<file path="config.mk">
export PLATFORM = sky130hd
export DESIGN_NAME = dial_override_slew_controller_flat
export DESIGN_NICKNAME = d
export VERILOG_FILES = /design/src/rtl/core/dosc_pkg.sv /design/src/rtl/core/dosc_req_if.sv /design/src/rtl/core/dosc_rsp_if.sv /design/src/rtl/core/dosc_csr.sv /design/src/rtl/core/dosc_core.sv /design/src/rtl/core/dial_override_slew_controller.sv /design/src/flat_wrapper.sv
export VERILOG_INCLUDE_DIRS = /design/src /design/src/rtl/core
export SDC_FILE = /design/constraint.sdc
export NUM_CORES = 1
export LEC_CHECK = 0
export ABC_CLOCK_PERIOD_IN_PS = 13060
export BUFFER_PORTS_ARGS = -buffer_cell sky130_fd_sc_hd__buf_2
export CAP_MARGIN = 0
export CELL_PAD_IN_SITES_DETAIL_PLACEMENT = 1
export CELL_PAD_IN_SITES_GLOBAL_PLACEMENT = 2
export CORE_UTILIZATION = 30
export DETAILED_ROUTE_END_ITERATION = 7
export PLACE_DENSITY = 0.82
export SYNTH_ARGS = -nofsm -noshare
export SYNTH_HDL_FRONTEND = slang
export SYNTH_SLANG_ARGS = --single-unit
</file>
<file path="constraint.sdc">
create_clock -name clock -period 13.06 [get_ports clock]
set_input_delay 2.612 -clock clock [delete_from_list [all_inputs] [get_ports clock]]
set_output_delay 2.612 -clock clock [all_outputs]
set_load 0.005 [all_outputs]
</file>
<file path="src/rtl/core/dial_override_slew_controller_defines.svh">
// Assertion macros shared by the dial override slew controller RTL.
// Included by dosc_core, the module that carries concurrent checks; no other dependencies.
`ifndef DIAL_OVERRIDE_SLEW_CONTROLLER_DEFINES_SVH
`define DIAL_OVERRIDE_SLEW_CONTROLLER_DEFINES_SVH

// Same-cycle implication, disabled during reset
`define DOSC_ASSERT_IMP(name, clk, rst, ante, cons) \
   name: assert property (@(posedge clk) disable iff (rst) (ante) |-> (cons)) \
      else $error("dosc assertion failed");

// Next-cycle implication, disabled during reset
`define DOSC_ASSERT_NXT(name, clk, rst, ante, cons) \
   name: assert property (@(posedge clk) disable iff (rst) (ante) |=> (cons)) \
      else $error("dosc assertion failed");

`endif

</file>
<file path="src/rtl/core/dosc_pkg.sv">
// Shared types, constants and helper functions for the dial override slew controller.
// No dependencies; imported by the interfaces and every module of the block.
`default_nettype none

package dosc_pkg;

   localparam int SAMPLE_BITS_DEF = 12;
   localparam int LEVEL_BITS      = 8;
   localparam int CSR_ADDR_BITS   = 5;
   localparam int CSR_DATA_BITS   = 32;
   localparam int REG_INDEX_BITS  = 3;

   localparam logic OP_TICK = 1'b0;
   localparam logic OP_BYTE = 1'b1;

   typedef enum logic [REG_INDEX_BITS-1:0] {
      REG_WATCHDOG_LIMIT     = 3'd0,
      REG_OFF_LEVEL          = 3'd1,
      REG_MIN_OVERRIDE_LEVEL = 3'd2,
      REG_WAKE_LEVEL         = 3'd3,
      REG_MAX_STEP           = 3'd4,
      REG_PASSTHROUGH_CODE   = 3'd5
   } reg_index_type;

   typedef struct packed {
      logic [LEVEL_BITS-1:0] watchdog_limit;
      logic [LEVEL_BITS-1:0] off_level;
      logic [LEVEL_BITS-1:0] min_override_level;
      logic [LEVEL_BITS-1:0] wake_level;
      logic [LEVEL_BITS-1:0] max_step;
      logic [LEVEL_BITS-1:0] passthrough_code;
   } dosc_cfg_type;

   localparam dosc_cfg_type CFG_RESET = '{
      watchdog_limit:     8'd200,
      off_level:          8'd5,
      min_override_level: 8'd25,
      wake_level:         8'd230,
      max_step:           8'd3,
      passthrough_code:   8'h00
   };

   function automatic logic parity8(input logic [LEVEL_BITS-1:0] v);
      return ^v;
   endfunction

   // Move cur toward target by at most step
   function automatic logic [LEVEL_BITS-1:0] slew_level(
      input logic [LEVEL_BITS-1:0] cur,
      input logic [LEVEL_BITS-1:0] target,
      input logic [LEVEL_BITS-1:0] step
   );
      logic [LEVEL_BITS-1:0] diff;
      logic [LEVEL_BITS-1:0] res;
      res = cur;
      if (target > cur) begin
         diff = target - cur;
         res  = cur + ((diff > step) ? step : diff);
      end else if (target < cur) begin
         diff = cur - target;
         res  = cur - ((diff > step) ? step : diff);
      end
      return res;
   endfunction

endpackage

`default_nettype wire

</file>
<file path="src/rtl/core/dosc_req_if.sv">
// Input channel of the dial override slew controller: tick or received byte.
// Depends on dosc_pkg for the default sample width.
`default_nettype none

interface dosc_req_if #(
   parameter int SAMPLE_BITS = dosc_pkg::SAMPLE_BITS_DEF
) ();
   import dosc_pkg::*;

   logic                   valid;
   logic                   ready;
   logic                   opcode;
   logic [SAMPLE_BITS-1:0] dial_sample;
   logic [LEVEL_BITS-1:0]  rx_data;
   logic                   rx_parity;

   modport source (output valid, opcode, dial_sample, rx_data, rx_parity, input ready);
   modport sink   (input valid, opcode, dial_sample, rx_data, rx_parity, output ready);
endinterface

`default_nettype wire

</file>
<file path="src/rtl/core/dosc_rsp_if.sv">
// Result channel of the dial override slew controller: one word per tick.
// Depends on dosc_pkg for the level width.
`default_nettype none

interface dosc_rsp_if ();
   import dosc_pkg::*;

   logic                  valid;
   logic                  ready;
   logic [LEVEL_BITS-1:0] dac_level;
   logic                  drive_enable;
   logic                  send_valid;
   logic [LEVEL_BITS-1:0] send_byte;
   logic                  send_parity;

   modport source (output valid, dac_level, drive_enable, send_valid, send_byte, send_parity,
                   input ready);
   modport sink   (input valid, dac_level, drive_enable, send_valid, send_byte, send_parity,
                   output ready);
endinterface

`default_nettype wire

</file>
<file path="src/rtl/core/dosc_csr.sv">
// APB-style configuration registers of the dial override slew controller.
// Depends on dosc_pkg for the register map and the configuration struct.
`default_nettype none

module dosc_csr (
   input  logic                                clock,
   input  logic                                reset,
   input  logic                                psel,
   input  logic                                penable,
   input  logic                                pwrite,
   input  logic [dosc_pkg::CSR_ADDR_BITS-1:0]  paddr,
   input  logic [dosc_pkg::CSR_DATA_BITS-1:0]  pwdata,
   output logic [dosc_pkg::CSR_DATA_BITS-1:0]  prdata,
   output logic                                pready,
   output dosc_pkg::dosc_cfg_type              cfg
);
   import dosc_pkg::*;

   dosc_cfg_type          cfg_ff;
   reg_index_type         reg_idx;
   logic                  wr_en;
   logic [LEVEL_BITS-1:0] wr_val;
   logic [LEVEL_BITS-1:0] rd_val;

   assign reg_idx = reg_index_type'(paddr[CSR_ADDR_BITS-1:2]);
   assign wr_en   = psel && penable && pwrite;
   assign wr_val  = pwdata[LEVEL_BITS-1:0];
   assign pready  = 1'b1;
   assign cfg     = cfg_ff;

   always_ff @(posedge clock) begin
      if (reset) begin
         cfg_ff <= CFG_RESET;
      end else if (wr_en) begin
         unique case (reg_idx)
            REG_WATCHDOG_LIMIT:     cfg_ff.watchdog_limit     <= wr_val;
            REG_OFF_LEVEL:          cfg_ff.off_level          <= wr_val;
            REG_MIN_OVERRIDE_LEVEL: cfg_ff.min_override_level <= wr_val;
            REG_WAKE_LEVEL:         cfg_ff.wake_level         <= wr_val;
            REG_MAX_STEP:           cfg_ff.max_step           <= wr_val;
            REG_PASSTHROUGH_CODE:   cfg_ff.passthrough_code   <= wr_val;
            default:                cfg_ff                    <= cfg_ff;
         endcase
      end
   end

   always_comb begin
      unique case (reg_idx)
         REG_WATCHDOG_LIMIT:     rd_val = cfg_ff.watchdog_limit;
         REG_OFF_LEVEL:          rd_val = cfg_ff.off_level;
         REG_MIN_OVERRIDE_LEVEL: rd_val = cfg_ff.min_override_level;
         REG_WAKE_LEVEL:         rd_val = cfg_ff.wake_level;
         REG_MAX_STEP:           rd_val = cfg_ff.max_step;
         REG_PASSTHROUGH_CODE:   rd_val = cfg_ff.passthrough_code;
         default:                rd_val = '0;
      endcase
   end

   assign prdata = {{(CSR_DATA_BITS-LEVEL_BITS){1'b0}}, rd_val};

endmodule

`default_nettype wire

</file>
<file path="src/rtl/core/dosc_core.sv">
// Event datapath: input register, state update and result register.
// Depends on dosc_pkg, dosc_req_if, dosc_rsp_if and the assertion macro header.
`default_nettype none
`include "dial_override_slew_controller_defines.svh"

module dosc_core #(
   parameter int SAMPLE_BITS = dosc_pkg::SAMPLE_BITS_DEF
) (
   input  logic                   clock,
   input  logic                   reset,
   input  dosc_pkg::dosc_cfg_type cfg,
   dosc_req_if.sink               req_bus,
   dosc_rsp_if.source             rsp_bus
);
   import dosc_pkg::*;

   // input register
   logic                  in_valid_ff;
   logic                  in_op_ff;
   logic [LEVEL_BITS-1:0] in_sample_ff;
   logic [LEVEL_BITS-1:0] in_data_ff;
   logic                  in_par_ff;

   // block state
   logic [LEVEL_BITS-1:0] code_ff,     code_in;
   logic                  pending_ff,  pending_in;
   logic [LEVEL_BITS-1:0] watchdog_ff, watchdog_in;
   logic [LEVEL_BITS-1:0] level_ff,    level_in;

   // result register
   logic                  out_valid_ff, out_valid_in;
   logic [LEVEL_BITS-1:0] out_level_ff;
   logic                  out_enable_ff;
   logic                  out_send_ff;
   logic [LEVEL_BITS-1:0] out_byte_ff;
   logic                  out_par_ff;

   logic                  advance;
   logic                  is_tick;
   logic                  send;
   logic [LEVEL_BITS-1:0] wd_tick;
   logic [LEVEL_BITS-1:0] code_eff;
   logic [LEVEL_BITS-1:0] target;
   logic [LEVEL_BITS-1:0] level_tick;

   assign is_tick = (in_op_ff == OP_TICK);
   // a byte word leaves no result, so it never waits on the output side
   assign advance = in_valid_ff && (!is_tick || !out_valid_ff || rsp_bus.ready);
   assign req_bus.ready = !in_valid_ff || advance;

   always_ff @(posedge clock) begin
      if (reset) begin
         in_valid_ff <= 1'b0;
      end else if (req_bus.ready) begin
         in_valid_ff <= req_bus.valid;
      end
   end

   always_ff @(posedge clock) begin
      if (req_bus.valid && req_bus.ready) begin
         in_op_ff     <= req_bus.opcode;
         in_sample_ff <= req_bus.dial_sample[SAMPLE_BITS-1 -: LEVEL_BITS];
         in_data_ff   <= req_bus.rx_data;
         in_par_ff    <= req_bus.rx_parity;
      end
   end

   always_comb begin
      wd_tick  = (watchdog_ff < cfg.watchdog_limit) ? watchdog_ff + 8'd1 : watchdog_ff;
      send     = pending_ff || (in_sample_ff > cfg.wake_level);
      // a dial below the off level drops any override
      code_eff = (in_sample_ff < cfg.off_level) ? cfg.passthrough_code : code_ff;
      target   = (code_eff > cfg.min_override_level) ? code_eff : cfg.min_override_level;
      if (code_eff == cfg.passthrough_code) begin
         level_tick = in_sample_ff;
      end else if (wd_tick >= cfg.watchdog_limit) begin
         level_tick = cfg.off_level;
      end else begin
         level_tick = slew_level(level_ff, target, cfg.max_step);
      end

      code_in     = code_ff;
      pending_in  = pending_ff;
      watchdog_in = watchdog_ff;
      level_in    = level_ff;
      if (advance) begin
         if (is_tick) begin
            code_in     = code_eff;
            pending_in  = 1'b0;
            watchdog_in = wd_tick;
            level_in    = level_tick;
         end else begin
            code_in = in_data_ff;
            if (in_par_ff == parity8(in_data_ff)) begin
               watchdog_in = '0;
               pending_in  = 1'b1;
            end
         end
      end

      if (advance && is_tick) begin
         out_valid_in = 1'b1;
      end else if (rsp_bus.ready) begin
         out_valid_in = 1'b0;
      end else begin
         out_valid_in = out_valid_ff;
      end
   end

   always_ff @(posedge clock) begin
      if (reset) begin
         code_ff      <= CFG_RESET.passthrough_code;
         pending_ff   <= 1'b0;
         watchdog_ff  <= '0;
         level_ff     <= '0;
         out_valid_ff <= 1'b0;
      end else begin
         code_ff      <= code_in;
         pending_ff   <= pending_in;
         watchdog_ff  <= watchdog_in;
         level_ff     <= level_in;
         out_valid_ff <= out_valid_in;
      end
   end

   always_ff @(posedge clock) begin
      if (advance && is_tick) begin
         out_level_ff  <= level_tick;
         out_enable_ff <= (level_tick >= cfg.off_level);
         out_send_ff   <= send;
         out_byte_ff   <= send ? in_sample_ff : '0;
         out_par_ff    <= send ? parity8(in_sample_ff) : 1'b0;
      end
   end

   assign rsp_bus.valid        = out_valid_ff;
   assign rsp_bus.dac_level    = out_level_ff;
   assign rsp_bus.drive_enable = out_enable_ff;
   assign rsp_bus.send_valid   = out_send_ff;
   assign rsp_bus.send_byte    = out_byte_ff;
   assign rsp_bus.send_parity  = out_par_ff;

   `DOSC_ASSERT_NXT(a_good_byte_arms_reply, clock, reset,
      advance && !is_tick && (in_par_ff == parity8(in_data_ff)),
      (watchdog_ff == '0) && pending_ff)
   `DOSC_ASSERT_NXT(a_tick_fills_output, clock, reset,
      advance && is_tick, out_valid_ff && !pending_ff && (level_ff == out_level_ff))
   `DOSC_ASSERT_NXT(a_stalled_input_holds, clock, reset,
      in_valid_ff && !advance, in_valid_ff && $stable(in_sample_ff))
   `DOSC_ASSERT_IMP(a_send_fields_consistent, clock, reset,
      out_valid_ff,
      (out_par_ff == ^out_byte_ff) && (out_send_ff || (out_byte_ff == '0)))

endmodule

`default_nettype wire

</file>
<file path="src/rtl/core/dial_override_slew_controller.sv">
// Top level of the dial override slew controller: register port plus event datapath.
// Depends on dosc_pkg, dosc_req_if, dosc_rsp_if, dosc_csr and dosc_core.
//
//   channel   | direction | handshake               | word
//   req_bus   | in        | valid/ready             | opcode, dial_sample, rx_data, rx_parity
//   rsp_bus   | out       | valid/ready             | dac_level, drive_enable, send_*
//   APB       | in        | psel/penable, pready=1  | pwdata -> register at paddr[4:2]
//
// One word is accepted per cycle while the input register is empty or advancing; a tick
// is captured by the input register; the result register takes the update it yields.
// Byte words update state and produce no result, so they pass even while a result waits.
// A stalled result holds the update stage on ticks; the input register then holds too.
// Synchronous reset restores register defaults and state; data words are not reset.
`default_nettype none

module dial_override_slew_controller #(
   parameter int SAMPLE_BITS = dosc_pkg::SAMPLE_BITS_DEF
) (
   input  logic                                clock,
   input  logic                                reset,
   input  logic                                psel,
   input  logic                                penable,
   input  logic                                pwrite,
   input  logic [dosc_pkg::CSR_ADDR_BITS-1:0]  paddr,
   input  logic [dosc_pkg::CSR_DATA_BITS-1:0]  pwdata,
   output logic [dosc_pkg::CSR_DATA_BITS-1:0]  prdata,
   output logic                                pready,
   dosc_req_if.sink                            req_bus,
   dosc_rsp_if.source                          rsp_bus
);
   import dosc_pkg::*;

   dosc_cfg_type cfg;

   dosc_csr u_csr (
      .clock   (clock),
      .reset   (reset),
      .psel    (psel),
      .penable (penable),
      .pwrite  (pwrite),
      .paddr   (paddr),
      .pwdata  (pwdata),
      .prdata  (prdata),
      .pready  (pready),
      .cfg     (cfg)
   );

   dosc_core #(
      .SAMPLE_BITS (SAMPLE_BITS)
   ) u_core (
      .clock   (clock),
      .reset   (reset),
      .cfg     (cfg),
      .req_bus (req_bus),
      .rsp_bus (rsp_bus)
   );

endmodule

`default_nettype wire

</file>
<file path="src/flat_wrapper.sv">
// flat-port wrapper written by rule: the top's interface ports become plain ports
module dial_override_slew_controller_flat import dosc_pkg::*;
#(
   parameter int SAMPLE_BITS = dosc_pkg::SAMPLE_BITS_DEF
)
  (clock, reset, psel, penable, pwrite, paddr, pwdata, prdata, pready, req_bus_valid, req_bus_opcode, req_bus_dial_sample, req_bus_rx_data, req_bus_rx_parity, req_bus_ready, rsp_bus_valid, rsp_bus_dac_level, rsp_bus_drive_enable, rsp_bus_send_valid, rsp_bus_send_byte, rsp_bus_send_parity, rsp_bus_ready);
  dosc_req_if #(.SAMPLE_BITS(SAMPLE_BITS)) req_bus_i ();
  dosc_rsp_if rsp_bus_i ();
  input  logic clock;
  input  logic reset;
  input  logic psel;
  input  logic penable;
  input  logic pwrite;
  input  logic [dosc_pkg::CSR_ADDR_BITS-1:0] paddr;
  input  logic [dosc_pkg::CSR_DATA_BITS-1:0] pwdata;
  output logic [dosc_pkg::CSR_DATA_BITS-1:0] prdata;
  output logic pready;
  input wire logic [$bits(req_bus_i.valid)-1:0] req_bus_valid;
  input wire logic [$bits(req_bus_i.opcode)-1:0] req_bus_opcode;
  input wire logic [$bits(req_bus_i.dial_sample)-1:0] req_bus_dial_sample;
  input wire logic [$bits(req_bus_i.rx_data)-1:0] req_bus_rx_data;
  input wire logic [$bits(req_bus_i.rx_parity)-1:0] req_bus_rx_parity;
  output wire logic [$bits(req_bus_i.ready)-1:0] req_bus_ready;
  output wire logic [$bits(rsp_bus_i.valid)-1:0] rsp_bus_valid;
  output wire logic [$bits(rsp_bus_i.dac_level)-1:0] rsp_bus_dac_level;
  output wire logic [$bits(rsp_bus_i.drive_enable)-1:0] rsp_bus_drive_enable;
  output wire logic [$bits(rsp_bus_i.send_valid)-1:0] rsp_bus_send_valid;
  output wire logic [$bits(rsp_bus_i.send_byte)-1:0] rsp_bus_send_byte;
  output wire logic [$bits(rsp_bus_i.send_parity)-1:0] rsp_bus_send_parity;
  input wire logic [$bits(rsp_bus_i.ready)-1:0] rsp_bus_ready;
  assign req_bus_i.valid = req_bus_valid;
  assign req_bus_i.opcode = req_bus_opcode;
  assign req_bus_i.dial_sample = req_bus_dial_sample;
  assign req_bus_i.rx_data = req_bus_rx_data;
  assign req_bus_i.rx_parity = req_bus_rx_parity;
  assign req_bus_ready = req_bus_i.ready;
  assign rsp_bus_valid = rsp_bus_i.valid;
  assign rsp_bus_dac_level = rsp_bus_i.dac_level;
  assign rsp_bus_drive_enable = rsp_bus_i.drive_enable;
  assign rsp_bus_send_valid = rsp_bus_i.send_valid;
  assign rsp_bus_send_byte = rsp_bus_i.send_byte;
  assign rsp_bus_send_parity = rsp_bus_i.send_parity;
  assign rsp_bus_i.ready = rsp_bus_ready;
  dial_override_slew_controller #(.SAMPLE_BITS(SAMPLE_BITS)) u_core (.clock(clock), .reset(reset), .psel(psel), .penable(penable), .pwrite(pwrite), .paddr(paddr), .pwdata(pwdata), .prdata(prdata), .pready(pready), .req_bus(req_bus_i), .rsp_bus(rsp_bus_i));
endmodule
</file>
; After elaboration in Yosys (flattened, before gate mapping)
; Index checks and enable logic that the tools add are counted.
[classes]
n_addsub = 5
order_cmp = 10
n_eq_ne = 8
muxes = 17
bitwise = 1
reduce_logical = 23
[op_table]
columns = cell, n
row1 = 8-bit 2-to-1 mux, 12
row2 = 8-bit one-hot mux with 6 select lines, 1
row3 = 8-bit > comparator, 5
row4 = 8-bit less-than comparator, 3
row5 = 8-bit subtractor, 3
row6 = 8-bit greater-or-equal comparator, 2
row7 = 2-bit AND reduction, 8
row8 = 8-bit parity, 2
row9 = 8-bit by 1-bit adder with 8-bit output (second input constant), 1
row10 = 8-bit adder, 1
row11 = 8-bit equality test, 1
row12 = 3-bit by 2-bit equality test with 1-bit output (second input constant), 2
row13 = 3-bit equality test (second input constant), 2
row14 = 1-bit logical AND, 5
row15 = 1-bit logical OR, 4
row16 = 1-bit 2-to-1 mux, 4
row17 = 3-bit by 1-bit equality test with 1-bit output (second input constant), 1
row18 = 3-bit logical NOT, 1
row19 = 1-bit logical NOT, 2
row20 = 2-bit by 1-bit != test with 1-bit output (second input constant), 1
row21 = 2-bit nonzero test, 1
row22 = 1-bit equality test, 1
row23 = 1-bit inverter, 1
[totals]
regBits = 112
in_bits = 66
output_inout_bits = 54
elab_cells = 85

; Depth between registers and ports, before layout
; Gate-level depths: netlist of the first run.
[depth]
depth_word = 13
ltp_mapped = 52
mapped_depth_nobuf = 49

; Modules after synthesis
; From an unflattened synthesis of the first run, not the netlist that was laid out.
[unflattened]
hier_cells = 931
hier_area_um2 = 8481.9
[modules_own_cells]
columns = mod, instances, cells_per_inst, area_per_inst_um2, seq_area_each_um2
row1 = dosc_core, 1, 669, 5923.2, 1651.6
row2 = dosc_csr, 1, 262, 2558.7, 960.9

; Least setup slack after synthesis of the first run
; No wires, ideal clock.
[synth_path]
kind = register -> register
startpoint = register u_core.u_core.in_sample_ff[1]
endpoint = register u_core.u_core.out_enable_ff (netlist: u_core.u_core.rsp_bus.drive_enable) (data pin)
setup_time_ns = 0.257
arrival_time_ns = 8.831
t_required_ns = 12.803
path_slack_ns = 3.973
stages_incl_launch_ff = 51
n_path_buf = 3
synth_period_minus_slack_ns = 9.087
path_cell_list = edfxtp_1 ha_1 a21o_1 a21o_1 a211oi_1 o21ai_0 and2_1 clkbuf_1 mux2_2 ha_1 nor2b_1 o21a_1 o21ai_0 nand2b_1 a21oi_1 nor2_1 a211oi_1 a21oi_1 [15 not listed] a21oi_1 ha_1 inv_1 fa_1 nand2_1 o211ai_1 o21ai_0 o21ai_0 o21ai_0 ha_1 a21o_1 a21o_1 a21o_1 a21o_1 a21oi_1 nor2b_1 o21ai_0 nand2b_1
[synth_between]
elab_chain_len = 13
word_cells_on_any_way = 20
classes_between = add/sub (4) / order compare (7) / eq/ne (1) / mux (8)
[synth_lines]
columns = element, line
row1 = "start, declared", dosc_core.sv:20  ; logic [LEVEL_BITS-1:0] in_sample_ff;
row2 = "start signal, assigned", dosc_core.sv:62  ; in_sample_ff <= req_bus.dial_sample[SAMPLE_BITS-1 -: LEVEL_BITS];
row3 = 8-bit less-than comparator, dosc_core.sv:72  ; code_eff = (in_sample_ff < cfg.off_level) ? cfg.passthrough_code : code_ff;
row4 = 8-bit 2-to-1 mux, dosc_core.sv:72
row5 = 8-bit > comparator, dosc_core.sv:73  ; target = (code_eff > cfg.min_override_level) ? code_eff : cfg.min_override_level;
row6 = 8-bit 2-to-1 mux, dosc_core.sv:73
row7 = 8-bit subtractor, dosc_pkg.sv:60  ; diff = cur - target;
row8 = 8-bit > comparator, dosc_pkg.sv:61  ; res = cur - ((diff > step) ? step : diff);
row9 = 8-bit 2-to-1 mux, dosc_pkg.sv:61
row10 = 8-bit subtractor, dosc_pkg.sv:61
row11 = 8-bit 2-to-1 mux, dosc_pkg.sv:59  ; end else if (target < cur) begin
row12 = 8-bit 2-to-1 mux, dosc_pkg.sv:56  ; if (target > cur) begin
row13 = 8-bit 2-to-1 mux, dosc_core.sv:76  ; end else if (wd_tick >= cfg.watchdog_limit) begin
row14 = 8-bit 2-to-1 mux (*), dosc_core.sv:74  ; if (code_eff == cfg.passthrough_code) begin
row15 = named net u_core.u_core.level_tick[1], dosc_core.sv:44  ; logic [LEVEL_BITS-1:0] level_tick;
row16 = 8-bit greater-or-equal comparator (*), dosc_core.sv:129  ; out_enable_ff <= (level_tick >= cfg.off_level);
row17 = "end signal, assigned", dosc_core.sv:129
row18 = "end, declared", dosc_core.sv:33  ; logic out_enable_ff;
; The timed path passes the listed nets; every way through them passes the cells marked *.
; A chain may end at the register's enable or synchronous reset.

; Worst setup path after layout of the first run
[layout_path]
startpoint = register u_core.u_core.in_sample_ff[1]
endpoint = register u_core.u_core.out_enable_ff (netlist: u_core.u_core.rsp_bus.drive_enable) (data pin)
[layout_between]
elab_chain_len = 13
word_cells_on_any_way = 20
classes_between = add/sub (4) / order compare (7) / eq/ne (1) / mux (8)
[layout_lines]
columns = element, line
row1 = 8-bit less-than comparator (*), dosc_core.sv:72
row2 = 8-bit 2-to-1 mux (*), dosc_core.sv:72
row3 = 8-bit > comparator, dosc_core.sv:73
row4 = 8-bit 2-to-1 mux, dosc_core.sv:73
row5 = 8-bit subtractor, dosc_pkg.sv:60
row6 = 8-bit > comparator, dosc_pkg.sv:61
row7 = 8-bit 2-to-1 mux, dosc_pkg.sv:61
row8 = 8-bit subtractor, dosc_pkg.sv:61
row9 = 8-bit 2-to-1 mux, dosc_pkg.sv:59
row10 = 8-bit 2-to-1 mux, dosc_pkg.sv:56
row11 = 8-bit 2-to-1 mux, dosc_core.sv:76
row12 = 8-bit 2-to-1 mux (*), dosc_core.sv:74
row13 = named net u_core.u_core.level_tick[4], dosc_core.sv:44
row14 = 8-bit greater-or-equal comparator (*), dosc_core.sv:129
; Marked as above.

==> results of run 1 <==
==> power breakdown <==
part | leakage, nW | internal, mW | switching, mW | total (mW)
logic | 2.86 | 0.122 | 0.175 | 0.297
registers | 0.953 | 0.374 | 0.0121 | 0.386
clock network | 0.143 | 0.136 | 0.150 | 0.286
total | 3.96 | 0.632 | 0.337 | 0.969
==> flip-flops by register name, summed over array words and instances (netlist names) <==
signal / flops
u_core.u_core.code_ff: 8
u_core.u_core.in_data_ff: 8
u_core.u_core.in_op_ff: 1
u_core.u_core.in_par_ff: 1
u_core.u_core.in_sample_ff: 8
u_core.u_core.in_valid_ff: 1
u_core.u_core.level_ff: 8
u_core.u_core.pending_ff: 1
u_core.u_core.rsp_bus.dac_level: 8
u_core.u_core.rsp_bus.drive_enable: 1
u_core.u_core.rsp_bus.send_byte: 8
u_core.u_core.rsp_bus.send_parity: 1
u_core.u_core.rsp_bus.send_valid: 1
u_core.u_core.rsp_bus.valid: 1
u_core.u_core.watchdog_ff: 8
u_core.u_csr.cfg: 48
==> per-layer routing <==
| metal | share of wire | vias up | GRT usage |
|---|---|---|---|
| li1 | - | 3342 | - |
| met1 | 0.49 | 3264 | 0.234 |
| met2 | 0.47 | 115 | 0.301 |
| met3 | 0.030 | 20 | 0.0270 |
| met4 | 0.016 | 0 | 0.0439 |
| met5 | 0 | - | 0 |
==> through the flow <==
step,setup slack (ns),instance area [um^2]
after CTS,2.26,9080
after global placement,2.61,8780
final,2.26,9080
after global routing,1.38,9080
after detailed placement,2.31,8780
after floorplan,3.97,8360
==> logic make-up (layout without fill, tap and decap cells) <==
group	count (synthesis)	count (layout)	share of synthesized area
buffers and inverters	144	163	0.0786
adders and majority gates	95	95	0.147
DFF	112	112	0.316
and+or+nand+nor	237	237	0.131
xor gates and xnor gates	49	49	0.0519
muxes	74	74	0.0939
other	2	25	0.000908
AOI/OAI and AO/OA	232	232	0.180
==> synth_stat cells, types with 3 or more instances <==
cell	number	area, um^2
edfxtp_1	37	1110
o211ai_1	4	30.0
a21o_1	22	165
a21boi_0	3	22.5
o21a_1	10	75.1
xnor2_1	27	236
nand4_1	8	50.1
xor2_1	22	193
a211o_1	18	158
nand3_1	13	65.1
buf_1	8	30.0
o22ai_1	9	56.3
clkbuf_1	29	109
nor2b_1	19	119
nand2b_1	10	62.6
o21ai_1	3	15.0
or2_2	3	18.8
mux2_2	18	203
or3_1	3	18.8
dfxtp_1	75	1500
nand2_1	50	188
ha_1	91	1140
a22oi_1	6	45.0
and2_1	3	18.8
mux2i_1	54	541
a211oi_1	7	52.6
a31oi_1	5	31.3
o21ai_0	48	240
nor2_1	103	387
a21oi_1	74	370
buf_4	25	188
fa_1	4	80.1
inv_1	79	297
a22o_1	5	43.8
nor3_1	14	70.1
==> how the worst min path moves through the flow <==
stage | from | endpoint | slack, ns | cells after the start
final | u_core.u_core.code_ff[7] | u_core.u_core.code_ff[7] | 0.49 | 2
after global routing | u_core.u_core.code_ff[5] | u_core.u_core.code_ff[5] | 0.51 | 2
after CTS | u_core.u_core.code_ff[4] | u_core.u_core.code_ff[4] | 0.49 | 2
after detailed placement | u_core.u_core.code_ff[6] | u_core.u_core.code_ff[6] | 0.48 | 2
after global placement | u_core.u_core.code_ff[5] | u_core.u_core.code_ff[5] | 0.46 | 2
after floorplan | u_core.u_core.code_ff[7] | u_core.u_core.code_ff[7] | 0.45 | 2
==> layout make-up <==
type / count / area, um^2
fillers: 3232 / 17900
multi-input cells: 712 / 5100
well taps: 341 / 427
inverters: 79 / 297
flip-flops and latches: 112 / 2610
clock inverters: 7 / 72.6
repair buffers: 68 / 350
clock buffers: 9 / 225
==> worst min-delay path, delay by kind of cell, from the launching register on <==
family / cells / cell delay, ns
AO/OA/AOI/OAI: 1 / 0.05
flip-flops: 1 / 0.33
AND/OR/NAND/NOR: 1 / 0.06
==> flow_summary.toml, run 1 <==
[timing]
rsz0062_at_grt = "no"
final.period_utilization = 0.827
setup-tns-final_ns = 0
slew_headroom = 0.263
clock_skew_ns = 0.0163
worstMarginPinSlew_ns = 1.11
finalMaxSlewViolations = 0
whs_ns = 0.485
hold_violations = 0
setup_viol = 0
max_freq_mhz = 92.6
min_period_ns = 10.80

[critical_path]
crit_end = "u_core.u_core.rsp_bus.drive_enable"
crit_family = "compound AO/OA/AOI/OAI gates"
crit_fanout = 14
criticalPathCategory = "reg2reg"
rr_startpoint = "u_core.u_core.in_sample_ff[1]"
crit_path_frequent_cell = "ha_1"
critPathRequiredTime_ns = 13.18
cp.depth = 42
startpoint = "u_core.u_core.in_sample_ff[1]"
reg2reg_depth = 42
reg2reg_setup_slack_ns = 2.26
critPathBufInv = 1
cp_data_arrival_time_ns = 10.92
endpoint_kind = "register"
r2r-end = "u_core.u_core.rsp_bus.drive_enable"
slowest_delay_ns = 0.84
slowest_stage = "o22ai_1"
startpoint_type = "register"

[job]
maxCapViolCount = 0

[finish]
final_nets = 1143
layoutNonFillerInstCount = 1328
fin_util = 0.336
final_cell_mix = "103 x nor2_1, 91 x ha_1, 79 x inv_1"
final_common_cell = "nor2_1"
antenna_cells = 0
area_growth_pct = 9.75
drive_gt1_frac = 0.119

[clock_tree]
numClockSinks = 112
cts_resized = 0
postCtsSetupRepairBufs = 0
h-tree-depth = 3
cts_root_buf = "clkbuf_16"
clock_latency_ns = 0.38
cts_hold_buf = 0
path_clk_slew_ns = 0.09
tritoncts = "done"
numCtsBuffers = 9
cts.path.max_buffers = 2

[synth]
async_flop_share = 0
syn_avg_cell_area_um2 = 8.76
seq_area_frac_synth = 0.316
netlist_area_um2 = 8280
ys.flop_type = "dfxtp_1"
synth_seq_cells = 112
yosys_warnings = 0
synthCells = 945
synth_edf_count = 37
synth.distinct_cells = 63

[floorplanning]
core_um2 = 27000
die_area_um2 = 28300
die_w_um = 168
initial_utilization = 0.306
io_pins = 120
die_y_um = 168
core.rowCount = 60

[drt]
wl_um = 24400
drtIter0Drc = 403
vias_per_cell = 5.08
post-route-drc-count = 0
firstDrtPassIters = 5
vias = 6741
final_antenna_net_count = 0
wire_per_inst_um = 18.4

[pwr]
power_density_nw_per_um2 = 107
vdd_drop_max_v = 0.0000913
total_power_uw = 969
cellLeakagePower_nw = 3.96

[global_routing]
grt_pass1_wl_um = 38100
grt_pass1_vias = 6785
grt_max_degree = 72
grt.overflow.total = 0
grt.total_usage = 0.177
antenna_found_initial = 0

[place]
place_congestion = 0.849
numPortBuffers = 64
placed_cells = 1312
dpl.hpwl_um = 19100

[outcome]
status = "finished, final reports clean"

[min_path]
hold_path_class = "reg2reg"
Note: power is estimated with default switching activity, not from simulation.
==> inputs of run 2 (changes only) <==
Settings changed: ABC_CLOCK_PERIOD_IN_PS 13060 to 10790.
Clock period 13.06 ns to 10.79 ns, I/O delays scaled along.
==> flow_summary.toml, run 2 (synthesis gave the netlist of run 1 again) <==
[place]
place_congestion = 0.858
placed_area_um2 = 8810
numPortBuffers = 64
dpl.hpwl_um = 19000
placed_cells = 1315

[floorplanning]
core.rowCount = 60
die_y_um = 168
io_pins = 120
die_w_um = 168
initial_utilization = 0.306
core_um2 = 27000
die_area_um2 = 28300

[timing]
min_period_ns = 10.16
clock_skew_ns = 0.00758
setup_viol = 0
max_freq_mhz = 98.4
finalMaxSlewViolations = 0
final.period_utilization = 0.942
rsz0062_at_grt = "no"
whs_ns = 0.488
setup-tns-final_ns = 0
slew_headroom = 0.284
worstMarginPinSlew_ns = 1.07
hold_violations = 0

[critical_path]
crit_family = "compound AO/OA/AOI/OAI gates"
criticalPathCategory = "reg2reg"
crit_path_frequent_cell = "o21ai_0"
cp_data_arrival_time_ns = 10.27
endpoint_kind = "register"
crit_fanout = 14
critPathBufInv = 3
reg2reg_setup_slack_ns = 0.63
r2r-end = "u_core.u_core.rsp_bus.drive_enable"
startpoint_type = "register"
rr_startpoint = "u_core.u_core.in_sample_ff[1]"
slowest_stage = "edfxtp_1"
slowest_delay_ns = 0.51
reg2reg_depth = 46
critPathRequiredTime_ns = 10.90

[pwr]
p_clk_frac = 0.275
p_int_uw = 761
p_switching_uw = 387
sequentialPowerShare = 0.407
power_density_nw_per_um2 = 127
vdd_drop_max_v = 0.0000620
combPwrFrac = 0.319
p_sw_frac = 0.337
cellLeakagePower_nw = 3.96
total_power_mw = 1.15

[finish]
final_common_cell = "nor2_1"
fillers = 3250
multiInputGateArea_um2 = 5100
area_growth_pct = 9.63
final_cell_mix = "103 x nor2_1, 91 x ha_1, 79 x inv_1"
final_nets = 1146
ff_latch_area_um2 = 2610
drive_gt1_frac = 0.117
largest_reg_flops = 48
design_area_um2 = 9070
antenna_cells = 0
layoutNonFillerInstCount = 1331

[clock_tree]
path_clk_slew_ns = 0.07
tritoncts = "done"
postCtsSetupRepairBufs = 0
numClockSinks = 112
cts.path.max_buffers = 2
clock_latency_ns = 0.36
h-tree-depth = 3
cts_resized = 0
cts_root_buf = "clkbuf_16"
cts_hold_buf = 0
numCtsBuffers = 9

[drt]
drtIter0Drc = 417
wl_um = 24300
vias = 6810
wire_per_inst_um = 18.2
post-route-drc-count = 0
final_antenna_net_count = 0
firstDrtPassIters = 5
vias_per_cell = 5.12

[min_path]
min_from = "u_core.u_core.code_ff[1]"
hold_depth = 2
hold_path_class = "reg2reg"
hold_end = "u_core.u_core.code_ff[1]"

[global_routing]
grt_pass1_wl_um = 37800
grt.total_usage = 0.173
antenna_found_initial = 0
grt.overflow.total = 0
grt_max_degree = 72
grt_pass1_vias = 6839

[outcome]
status = "finished, final reports clean"

[job]
maxCapViolCount = 0
-- run 2: changes by cell type in the layout (fill, tap and decap cells not counted) --
| cell | change |
|---|---|
| clkbuf_1 | +3 |
| buf_4 | +3 |
| inv_8 | -2 |
| clkinv_1 | +1 |
| clkinv_8 | -1 |
| inv_6 | -1 |
-- run 2: worst max-delay path by stage --
stage	endpoint	from	slack, ns	cells after the start
after floorplan	u_core.u_core.rsp_bus.drive_enable	u_core.u_core.in_sample_ff[1]	1.70	50
after global placement	u_core.u_core.rsp_bus.drive_enable	u_core.u_core.in_sample_ff[1]	0.98	46
after detailed placement	u_core.u_core.rsp_bus.drive_enable	u_core.u_core.in_sample_ff[1]	0.80	46
after CTS	u_core.u_core.rsp_bus.drive_enable	u_core.u_core.in_sample_ff[1]	0.74	46
after global routing	u_core.u_core.rsp_bus.drive_enable	u_core.u_core.in_sample_ff[1]	0.12	46
final	u_core.u_core.rsp_bus.drive_enable	u_core.u_core.in_sample_ff[1]	0.63	46
-- run 2: per-stage QoR --
step                      worst slack (ns)   util
final                                0.631  0.336
after global routing                 0.123  0.336
after CTS                            0.743  0.336
after detailed placement             0.796  0.326
after global placement               0.976  0.326
after floorplan                       1.70      -
-- run 2: power groups by stage --
stage          sequential, mW  clock [mW]  combinational [mW]
4_1_cts                 0.467       0.323               0.365
3_5_place_dp            0.477           0               0.362
3_3_place_gp            0.476           0               0.351
5_1_grt                 0.468       0.337               0.409
6_report                0.467       0.315               0.366
2_1_floorplan           0.470           0               0.273
-- run 2: worst register-to-register path: cells and delay by family, from the launching register on --
kind	cells	cell delay, ns
flip-flops	1	0.51
AO/OA/AOI/OAI	23	4.25
AND/OR/NAND/NOR	10	1.49
XOR/XNOR	1	0.22
multiplexers	2	0.76
adder cells (fa/ha/maj)	7	2.21
buffers and inverters	3	0.51
-- run 2: cell type report --
type / count / share of cell area
clock buffer: 12 / 0.0261
clock inverter: 4 / 0.00317
inverter: 79 / 0.0327
multi-input combinational: 712 / 0.562
sequential: 112 / 0.288
tap: 341 / 0.0470
timing repair buffer: 71 / 0.0411
-- run 2: per-layer routing --
metal / share of wire / routed length (um) / global-route usage
met5: 0 / 0 / 0
met4: 0.016 / 396 / 0.0427
met3: 0.031 / 761 / 0.0263
met2: 0.48 / 11500 / 0.297
met1: 0.48 / 11600 / 0.228
